**src/rtl/positional_insert_delete_store_top_defines.svh**
```systemverilog
// Assertion macros shared by the positional insert/delete store RTL.
`ifndef POSITIONAL_INSERT_DELETE_STORE_TOP_DEFINES_SVH
`define POSITIONAL_INSERT_DELETE_STORE_TOP_DEFINES_SVH
`ifndef SYNTHESIS
`define PIDS_ASSERT(lbl, prop, msg) \
  lbl: assert property (@(posedge clk_i) disable iff (!rst_ni) prop) else $error(msg);
`define PIDS_ASSERT_ALWAYS(lbl, prop, msg) \
  lbl: assert property (@(posedge clk_i) prop) else $error(msg);
`else
`define PIDS_ASSERT(lbl, prop, msg)
`define PIDS_ASSERT_ALWAYS(lbl, prop, msg)
`endif
`endif

```
**src/rtl/pids_pkg.sv**
```systemverilog
// Types and constants of the positional insert/delete store.
`timescale 1ns / 1ps
package pids_pkg;

  localparam int unsigned Capacity = 16;
  localparam int unsigned AddrW    = $clog2(Capacity);
  localparam int unsigned CntW     = $clog2(Capacity + 1);
  localparam int unsigned PosW     = 4;
  localparam int unsigned CmpW     = (CntW > PosW) ? CntW : PosW;
  localparam int unsigned ValW     = 32;
  localparam int unsigned OutCntW  = 5;

  typedef logic [AddrW-1:0]  addr_t;
  typedef logic [CntW-1:0]   cnt_t;
  typedef logic [CmpW-1:0]   cmp_t;
  typedef logic [ValW-1:0]   val_t;

  typedef enum logic [1:0] {
    OpInsert = 2'd0,
    OpAppend = 2'd1,
    OpDelete = 2'd2
  } op_e;

  typedef enum logic [1:0] {
    StDone  = 2'd0,
    StFull  = 2'd1,
    StRange = 2'd2
  } status_e;

  typedef struct packed {
    status_e              status;
    logic [ValW-1:0]      removed;
    logic [OutCntW-1:0]   count;
    logic [ValW-1:0]      total;
  } res_t;

endpackage

```
**src/rtl/pids_ram.sv**
```systemverilog
// Simple dual-port synchronous RAM with one write and one registered read port.
`timescale 1ns / 1ps
module pids_ram #(
  parameter int unsigned Depth = 16,
  parameter int unsigned Width = 32
) (
  input  logic                       clk_i,
  input  logic                       we_i,
  input  logic [$clog2(Depth)-1:0]   waddr_i,
  input  logic [Width-1:0]           wdata_i,
  input  logic                       re_i,
  input  logic [$clog2(Depth)-1:0]   raddr_i,
  output logic [Width-1:0]           rdata_o
);

  logic [Width-1:0] mem_q [Depth];
  logic [Width-1:0] rdata_q;

  always_ff @(posedge clk_i) begin
    if (we_i) begin
      mem_q[waddr_i] <= wdata_i;
    end
    if (re_i) begin
      rdata_q <= mem_q[raddr_i];
    end
  end

  assign rdata_o = rdata_q;

endmodule

```
**src/rtl/pids_ctrl.sv**
```systemverilog
// Sequencer that decodes a request and shifts list entries through the RAM.
`timescale 1ns / 1ps
`include "positional_insert_delete_store_top_defines.svh"
module pids_ctrl (
  input  logic                    clk_i,
  input  logic                    rst_ni,
  input  logic                    in_valid_i,
  output logic                    in_ready_o,
  input  logic [1:0]              operation_i,
  input  logic [pids_pkg::PosW-1:0] position_i,
  input  logic [pids_pkg::ValW-1:0] value_i,
  output logic                    res_valid_o,
  input  logic                    res_ready_i,
  output pids_pkg::res_t          res_o,
  output logic                    mem_we_o,
  output pids_pkg::addr_t         mem_waddr_o,
  output pids_pkg::val_t          mem_wdata_o,
  output logic                    mem_re_o,
  output pids_pkg::addr_t         mem_raddr_o,
  input  pids_pkg::val_t          mem_rdata_i
);
  import pids_pkg::*;

  typedef enum logic [2:0] {
    SIdle,
    SShift,
    SPlace,
    SDelRead,
    SDelShift,
    SFinish
  } state_e;

  state_e  state_q, state_d;
  cnt_t    cnt_q, cnt_d;
  val_t    sum_q, sum_d;
  addr_t   pos_q, pos_d;
  addr_t   idx_q, idx_d;
  val_t    val_q, val_d;
  val_t    removed_q, removed_d;
  status_e status_q, status_d;
  cmp_t    pos_ext;
  cmp_t    cnt_ext;

  assign pos_ext = cmp_t'(position_i);
  assign cnt_ext = cmp_t'(cnt_q);

  always_comb begin
    state_d     = state_q;
    cnt_d       = cnt_q;
    sum_d       = sum_q;
    pos_d       = pos_q;
    idx_d       = idx_q;
    val_d       = val_q;
    removed_d   = removed_q;
    status_d    = status_q;
    mem_we_o    = 1'b0;
    mem_waddr_o = '0;
    mem_wdata_o = '0;
    mem_re_o    = 1'b0;
    mem_raddr_o = '0;
    res_valid_o = 1'b0;

    unique case (state_q)
      SIdle: begin
        if (in_valid_i) begin
          removed_d = '0;
          val_d     = value_i;
          pos_d     = addr_t'(position_i);
          status_d  = StDone;
          unique case (operation_i) inside
            OpInsert, OpAppend: begin
              if (cnt_q >= cnt_t'(Capacity)) begin
                status_d = StFull;
                state_d  = SFinish;
              end else if (operation_i == OpInsert && pos_ext > cnt_ext) begin
                status_d = StRange;
                state_d  = SFinish;
              end else if (operation_i == OpInsert && pos_ext != cnt_ext) begin
                mem_re_o    = 1'b1;
                mem_raddr_o = addr_t'(cnt_q - cnt_t'(1));
                idx_d       = addr_t'(cnt_q - cnt_t'(1));
                state_d     = SShift;
              end else begin
                pos_d   = addr_t'(cnt_q);
                state_d = SPlace;
              end
            end
            OpDelete: begin
              if (pos_ext >= cnt_ext) begin
                status_d = StRange;
                state_d  = SFinish;
              end else begin
                mem_re_o    = 1'b1;
                mem_raddr_o = addr_t'(position_i);
                state_d     = SDelRead;
              end
            end
            default: begin
              state_d = SFinish;
            end
          endcase
        end
      end
      SShift: begin
        mem_we_o    = 1'b1;
        mem_waddr_o = idx_q + addr_t'(1);
        mem_wdata_o = mem_rdata_i;
        if (idx_q == pos_q) begin
          state_d = SPlace;
        end else begin
          mem_re_o    = 1'b1;
          mem_raddr_o = idx_q - addr_t'(1);
          idx_d       = idx_q - addr_t'(1);
        end
      end
      SPlace: begin
        mem_we_o    = 1'b1;
        mem_waddr_o = pos_q;
        mem_wdata_o = val_q;
        cnt_d       = cnt_q + cnt_t'(1);
        sum_d       = sum_q + val_q;
        status_d    = StDone;
        state_d     = SFinish;
      end
      SDelRead: begin
        removed_d = mem_rdata_i;
        sum_d     = sum_q - mem_rdata_i;
        if (cnt_t'(pos_q) + cnt_t'(1) == cnt_q) begin
          cnt_d   = cnt_q - cnt_t'(1);
          state_d = SFinish;
        end else begin
          mem_re_o    = 1'b1;
          mem_raddr_o = pos_q + addr_t'(1);
          idx_d       = pos_q + addr_t'(1);
          state_d     = SDelShift;
        end
      end
      SDelShift: begin
        mem_we_o    = 1'b1;
        mem_waddr_o = idx_q - addr_t'(1);
        mem_wdata_o = mem_rdata_i;
        if (cnt_t'(idx_q) + cnt_t'(1) == cnt_q) begin
          cnt_d   = cnt_q - cnt_t'(1);
          state_d = SFinish;
        end else begin
          mem_re_o    = 1'b1;
          mem_raddr_o = idx_q + addr_t'(1);
          idx_d       = idx_q + addr_t'(1);
        end
      end
      SFinish: begin
        res_valid_o = 1'b1;
        if (res_ready_i) begin
          state_d = SIdle;
        end
      end
      default: begin
        state_d = SIdle;
      end
    endcase
  end

  always_ff @(posedge clk_i or negedge rst_ni) begin
    if (!rst_ni) begin
      state_q <= SIdle;
      cnt_q   <= '0;
      sum_q   <= '0;
    end else begin
      state_q   <= state_d;
      cnt_q     <= cnt_d;
      sum_q     <= sum_d;
      pos_q     <= pos_d;
      idx_q     <= idx_d;
      val_q     <= val_d;
      removed_q <= removed_d;
      status_q  <= status_d;
    end
  end

  assign in_ready_o     = (state_q == SIdle);
  assign res_o.status   = status_q;
  assign res_o.removed  = removed_q;
  assign res_o.count    = OutCntW'(cnt_q);
  assign res_o.total    = sum_q;

  `PIDS_ASSERT(a_cnt_bound, cnt_q <= cnt_t'(Capacity), "Entry count exceeds capacity.")
  `PIDS_ASSERT(a_wr_in_list, mem_we_o |-> cnt_t'(mem_waddr_o) <= cnt_q, "Write beyond list end.")
  `PIDS_ASSERT(a_rw_apart, (mem_we_o && mem_re_o) |-> mem_waddr_o != mem_raddr_o, "Read and write collide.")
  `PIDS_ASSERT(a_cnt_steady, (state_q == SIdle) |=> $stable(cnt_q), "Count changed on accept.")

endmodule

```
**src/rtl/positional_insert_delete_store_top.sv**
```systemverilog
// Top level of the positional insert/delete store.
//
// The block holds an ordered list of up to Capacity signed 32-bit entries.
// A request on the input channel (operation, position, value) inserts a
// value at a position, appends it at the end or deletes the entry at a
// position. Each request yields exactly one result on the output channel:
// status, removed value, entry count and the wrapping sum of the entries.
// Requests are handled one at a time. An insert at position p moves
// count - p entries, a delete at position p moves count - p - 1 entries and
// an append moves none. Each moved entry passes through the entry RAM, which
// moves one entry per cycle through its single read and single write port.
// The next request is accepted in the cycle after the result leaves the
// sequencer. A result waits in an output register, so the next request is
// accepted while the receiver stalls; that request finishes only once the
// register is free. Reset empties the list, clears the sum and drops the
// output valid; the RAM contents need no clearing.
`timescale 1ns / 1ps
`include "positional_insert_delete_store_top_defines.svh"
module positional_insert_delete_store_top (
  input  logic        clk_i,
  input  logic        rst_ni,
  input  logic        in_valid_i,
  output logic        in_ready_o,
  input  logic [1:0]  operation_i,
  input  logic [3:0]  position_i,
  input  logic signed [31:0] value_i,
  output logic        out_valid_o,
  input  logic        out_ready_i,
  output logic [1:0]  status_o,
  output logic signed [31:0] removed_value_o,
  output logic [4:0]  entry_count_o,
  output logic signed [31:0] total_o
);
  import pids_pkg::*;

  logic  res_valid;
  logic  res_ready;
  res_t  res;
  logic  mem_we;
  addr_t mem_waddr;
  val_t  mem_wdata;
  logic  mem_re;
  addr_t mem_raddr;
  val_t  mem_rdata;
  logic  out_valid_q;
  res_t  res_q;

  pids_ctrl u_ctrl (
    .clk_i       (clk_i),
    .rst_ni      (rst_ni),
    .in_valid_i  (in_valid_i),
    .in_ready_o  (in_ready_o),
    .operation_i (operation_i),
    .position_i  (position_i),
    .value_i     (value_i),
    .res_valid_o (res_valid),
    .res_ready_i (res_ready),
    .res_o       (res),
    .mem_we_o    (mem_we),
    .mem_waddr_o (mem_waddr),
    .mem_wdata_o (mem_wdata),
    .mem_re_o    (mem_re),
    .mem_raddr_o (mem_raddr),
    .mem_rdata_i (mem_rdata)
  );

  pids_ram #(
    .Depth (Capacity),
    .Width (ValW)
  ) u_ram (
    .clk_i   (clk_i),
    .we_i    (mem_we),
    .waddr_i (mem_waddr),
    .wdata_i (mem_wdata),
    .re_i    (mem_re),
    .raddr_i (mem_raddr),
    .rdata_o (mem_rdata)
  );

  assign res_ready = !out_valid_q || out_ready_i;

  always_ff @(posedge clk_i or negedge rst_ni) begin
    if (!rst_ni) begin
      out_valid_q <= 1'b0;
    end else begin
      if (res_ready) begin
        out_valid_q <= res_valid;
      end
      if (res_valid && res_ready) begin
        res_q <= res;
      end
    end
  end

  assign out_valid_o     = out_valid_q;
  assign status_o        = res_q.status;
  assign removed_value_o = res_q.removed;
  assign entry_count_o   = res_q.count;
  assign total_o         = res_q.total;

  `PIDS_ASSERT_ALWAYS(a_rst_empty, !rst_ni |=> !out_valid_o, "Output valid during reset.")
  `PIDS_ASSERT(a_res_lands, (res_valid && res_ready) |=> out_valid_o, "Result lost in handoff.")
  `PIDS_ASSERT(a_busy_no_take, !in_ready_o |-> !(res_valid && in_ready_o), "Ready while finishing.")

endmodule

```
**config.mk**
```make
export PLATFORM = sky130hd
export DESIGN_NAME = positional_insert_delete_store_top
export DESIGN_NICKNAME = d
export VERILOG_FILES = /design/src/rtl/pids_pkg.sv /design/src/rtl/pids_ram.sv /design/src/rtl/pids_ctrl.sv /design/src/rtl/positional_insert_delete_store_top.sv
export VERILOG_INCLUDE_DIRS = /design/src /design/src/rtl
export SDC_FILE = /design/constraint.sdc
export NUM_CORES = 1
export LEC_CHECK = 0
export BUFFER_PORTS_ARGS = -buffer_cell sky130_fd_sc_hd__buf_2
export CAP_MARGIN = 0
export CORE_ASPECT_RATIO = 0.9
export CORE_MARGIN = 3
export CORE_UTILIZATION = 60
export CTS_BUF_LIST = sky130_fd_sc_hd__clkbuf_16
export DETAILED_ROUTE_END_ITERATION = 10
export GPL_TIMING_DRIVEN = 1
export PLACE_DENSITY = 0.75
export SLEW_MARGIN = 20
export SYNTH_ARGS = -nofsm -noshare
export SYNTH_HDL_FRONTEND = slang
export SYNTH_SLANG_ARGS = --single-unit
```
**constraint.sdc**
```tcl
create_clock -name clk_i -period 9.7 [get_ports clk_i]
set_input_delay 0.97 -clock clk_i [delete_from_list [all_inputs] [get_ports clk_i]]
set_output_delay 0.97 -clock clk_i [all_outputs]
set_load 0.005 [all_outputs]
```
==> impl_metrics.ini <==
[status]
status = complete, no violations

[grt]
grt_pass1_vias = 18222
grt_use_total_pct = 27.47
grt_overflow = 0
grt_max_degree = 154
grt_pass1_wl_mm = 110.1
grt_antenna_before_repair = 1

[detailed_routing]
antenna_left = 0
highest_layer = met4
wire_per_inst_um = 25.37
met3_wirelength_mm = 8.089
vias_per_cell = 6.473
routed-wl-met2_mm = 33.64
routed_wl_mm = 74.04
drc_errors = 0
drt_iter0_drc = 2324
wl_met1_mm = 30.26
dr_total_vias = 18894
first_pass_iters = 9

[synthesis]
synthFlopType = edfxtp_1
synth_edf_count = 689
synth_top_cell_area_share_pct = 67.89
synth_compound_gate_area_share_pct = 10.95
yosys-top-cells-area = edfxtp_1 68%, nand2_1 4.2%, dfrtp_1 3.4%
synth_cell_types = 84
synth-simple-area-share_pct = 8.175
syn_avg_cell_area_sq_um = 14.64
netlist_instances = 2081
synth_mux_area_share_pct = 3.786
ys_seq_area_share_pct = 71.26
yosysTopAreaCell = edfxtp_1
ys_warn_count = 0
synth_seq_cells = 730
synth_area_sq_mm = 0.03047
synthArstFlopShare_pct = 5.616
synth_top_family_by_area = compound AO/OA/AOI/OAI gates
synth_xor_area_share_pct = 2.114
synthAdderAreaFrac_pct = 1.749
syn_nets = 2165

[worst_setup_path]
crit_required_ns = 10.16
critPathLaunch = u_ctrl.state_q[0]$_DFFE_PN0P_
critPathMaxFanout = 39
cp-start-kind = flip-flop
reg2reg_from = u_ctrl.state_q[0]$_DFFE_PN0P_
arrival_ns = 6.13
critPathMaxStageDelay_ns = 0.74
slowest_stage = o311ai_0
critPathCaptureType = flip-flop
critical_path_class = reg -> reg
crit_chain = clkinv_1 > nor2_2 > buf_4 > and3_1 > a21o_1 > ha_1 > inv_1 > fa_1 > a211oi_1 > nor2_1 > o311ai_0 > nand4_1 > a21oi_1 > o31ai_1 > and4_1 > a2111oi_0 > xor2_1 > o21ai_0

[final_layout]
layout_common_cells = 689 x edfxtp_1, 335 x nand2_1, 114 x buf_2, 95 x a21oi_1, 74 x clkbuf_16
layout_commonest_cell = edfxtp_1
drive_above_1_share_pct = 15.75
num-nets-final = 2275
synthToLayoutAreaGrowth_pct = 12.05
antennaDiodeCount = 0

[timing]
fin_crit_ns = 5.666
whs_ns = 0.4169
fin_skew_ns = 0.02385
slew_headroom_pct = 32.89
tightestPinTransition_ns = 1.003
setup_violations = 0
finalCritPeriodShare_pct = 58.42
fmax_mhz = 176.5
tns_ns = 0
drv_slew = 0
rsz0062_at_grt = no
hold_viol_final = 0

[cts]
cts_made_buffers = 72
cts_tree = built
cts_sinks = 730
clock_latency_ns = 0.62
holdBufCountCts = 0
clk_path_buf_depth = 3
root_buffer = clkbuf_16
htreeDepth = 3
cts_setup_buffers = 0
cts-resized-gates = 0
clk_pin_slew_ns = 0.06

[die]
io_pins = 115
start_util_pct = 61.42
coreArea_sq_mm = 0.04962
die-area_sq_mm = 0.05353
die_h_um = 219.8
die_x_um = 243.6
rows = 77

[hold_path]
hold_class = reg -> reg
min_from = u_ctrl.removed_q[27]$_SDFFCE_PN0P_

[power_and_ir_drop]
vdd_drop_max_mv = 0.3699
static-leakage-power_nw = 12.45
p_per_area_mw_per_mm2 = 396.0

[place]
port_buffers = 114
dp_hpwl_mm = 43.41
place_congestion = 0.9734

[job]
max-cap-violations = 0
==> through the flow <==
stage | setup WS (ns) | cells | total power [mW] | cell area [sq um] | utilization, %
after detailed placement | 4.176 | 2788 | 10.74 | 31840 | 64.16
after global placement | 4.309 | 2788 | 10.53 | 31840 | 64.16
final | 4.034 | 2919 | 13.52 | 34150 | 68.82
after floorplan | 5.032 | 2081 | 8.996 | 30470 | -
after global routing | 3.696 | 2919 | 14.15 | 34150 | 68.82
after CTS | 4.140 | 2919 | 13.45 | 34150 | 68.82
==> state kept, by name, indices dropped and copies added, names as in the netlist, 2 cells and up <==
signal / cells
u_ram.mem_q: 512
status_o: 2
u_ctrl.state_q: 3
u_ctrl.val_q: 32
entry_count_o: 5
u_ctrl.idx_q: 4
u_ctrl.removed_q: 32
u_ctrl.sum_q: 32
u_ctrl.cnt_ext: 5
u_ctrl.status_q: 2
u_ctrl.pos_q: 4
total_o: 32
u_ram.rdata_o: 32
removed_value_o: 32
==> area by class of cell <==
class | count | area [sq um]
Sequential cell | 730 | 21720
Clock buffer | 74 | 1852
Fill cell | 3244 | 15470
Tap cell | 671 | 839.6
Multi-Input combinational cell | 1218 | 8352
Clock inverter | 57 | 457.9
Inverter | 18 | 67.56
Timing Repair Buffer | 151 | 860.8
==> cells by family (layout without fill, tap and decap cells) <==
| logic type | count (synthesis) | count (layout) |
|---|---|---|
| flip-flops | 730 | 730 |
| AND/OR/NAND/NOR | 554 | 554 |
| AO/OA/AOI/OAI | 443 | 443 |
| buffers and inverters | 133 | 300 |
| multiplexers | 107 | 107 |
| XOR/XNOR | 72 | 72 |
| adder cells (fa/ha/maj) | 42 | 42 |
==> routing by layer <==
layer	vias up	GRT usage, %
met2	1097	42.59
met3	170	6.594
met1	9258	39.21
li1	8369	-
met5	-	0
met4	0	8.432
==> path summary, 6_finish.rpt <==
kind	to	slack [ns]	cells past startpoint
setup / recovery	u_ctrl.sum_q[30]$_DFFE_PN0P_	4.03	18
max in group asynchronous	u_ctrl.sum_q[28]$_DFFE_PN0P_	8.80	2
hold reg to reg	removed_value_o[27]$_DFFE_PP_	0.42	0
setup reg to reg	u_ctrl.sum_q[30]$_DFFE_PN0P_	4.03	18
min in group asynchronous	u_ctrl.cnt_ext[3]$_DFFE_PN0P_	0.46	2
hold / removal	removed_value_o[27]$_DFFE_PP_	0.42	0
==> cells in the mapped netlist (44+ instances only) <==
library cell / instances
edfxtp_1: 689
nand2_1: 338
a21oi_1: 95
nor2_1: 72
a22o_1: 65
a222oi_1: 62
clkbuf_1: 61
mux2_2: 56
o21ai_0: 49
xnor2_1: 44
==> critical path: cells and delay by family (launching register included) <==
family / cells / cell delay [ns]
DFF: 1 / 0.69
buffers and inverters: 3 / 0.80
and+or+nand+nor: 5 / 1.05
xor gates and xnor gates: 1 / 0.18
AOI/OAI and AO/OA: 7 / 2.15
adders and majority gates: 2 / 0.64
==> report_power, final <==
| part | total [mW] | switching (mW) | internal (mW) |
|---|---|---|---|
| clock | 2.70 | 1.15 | 1.55 |
| sequential | 5.45 | 0.434 | 5.01 |
| combinational | 5.37 | 3.58 | 1.79 |
Note: power is estimated with default switching activity, not from simulation.
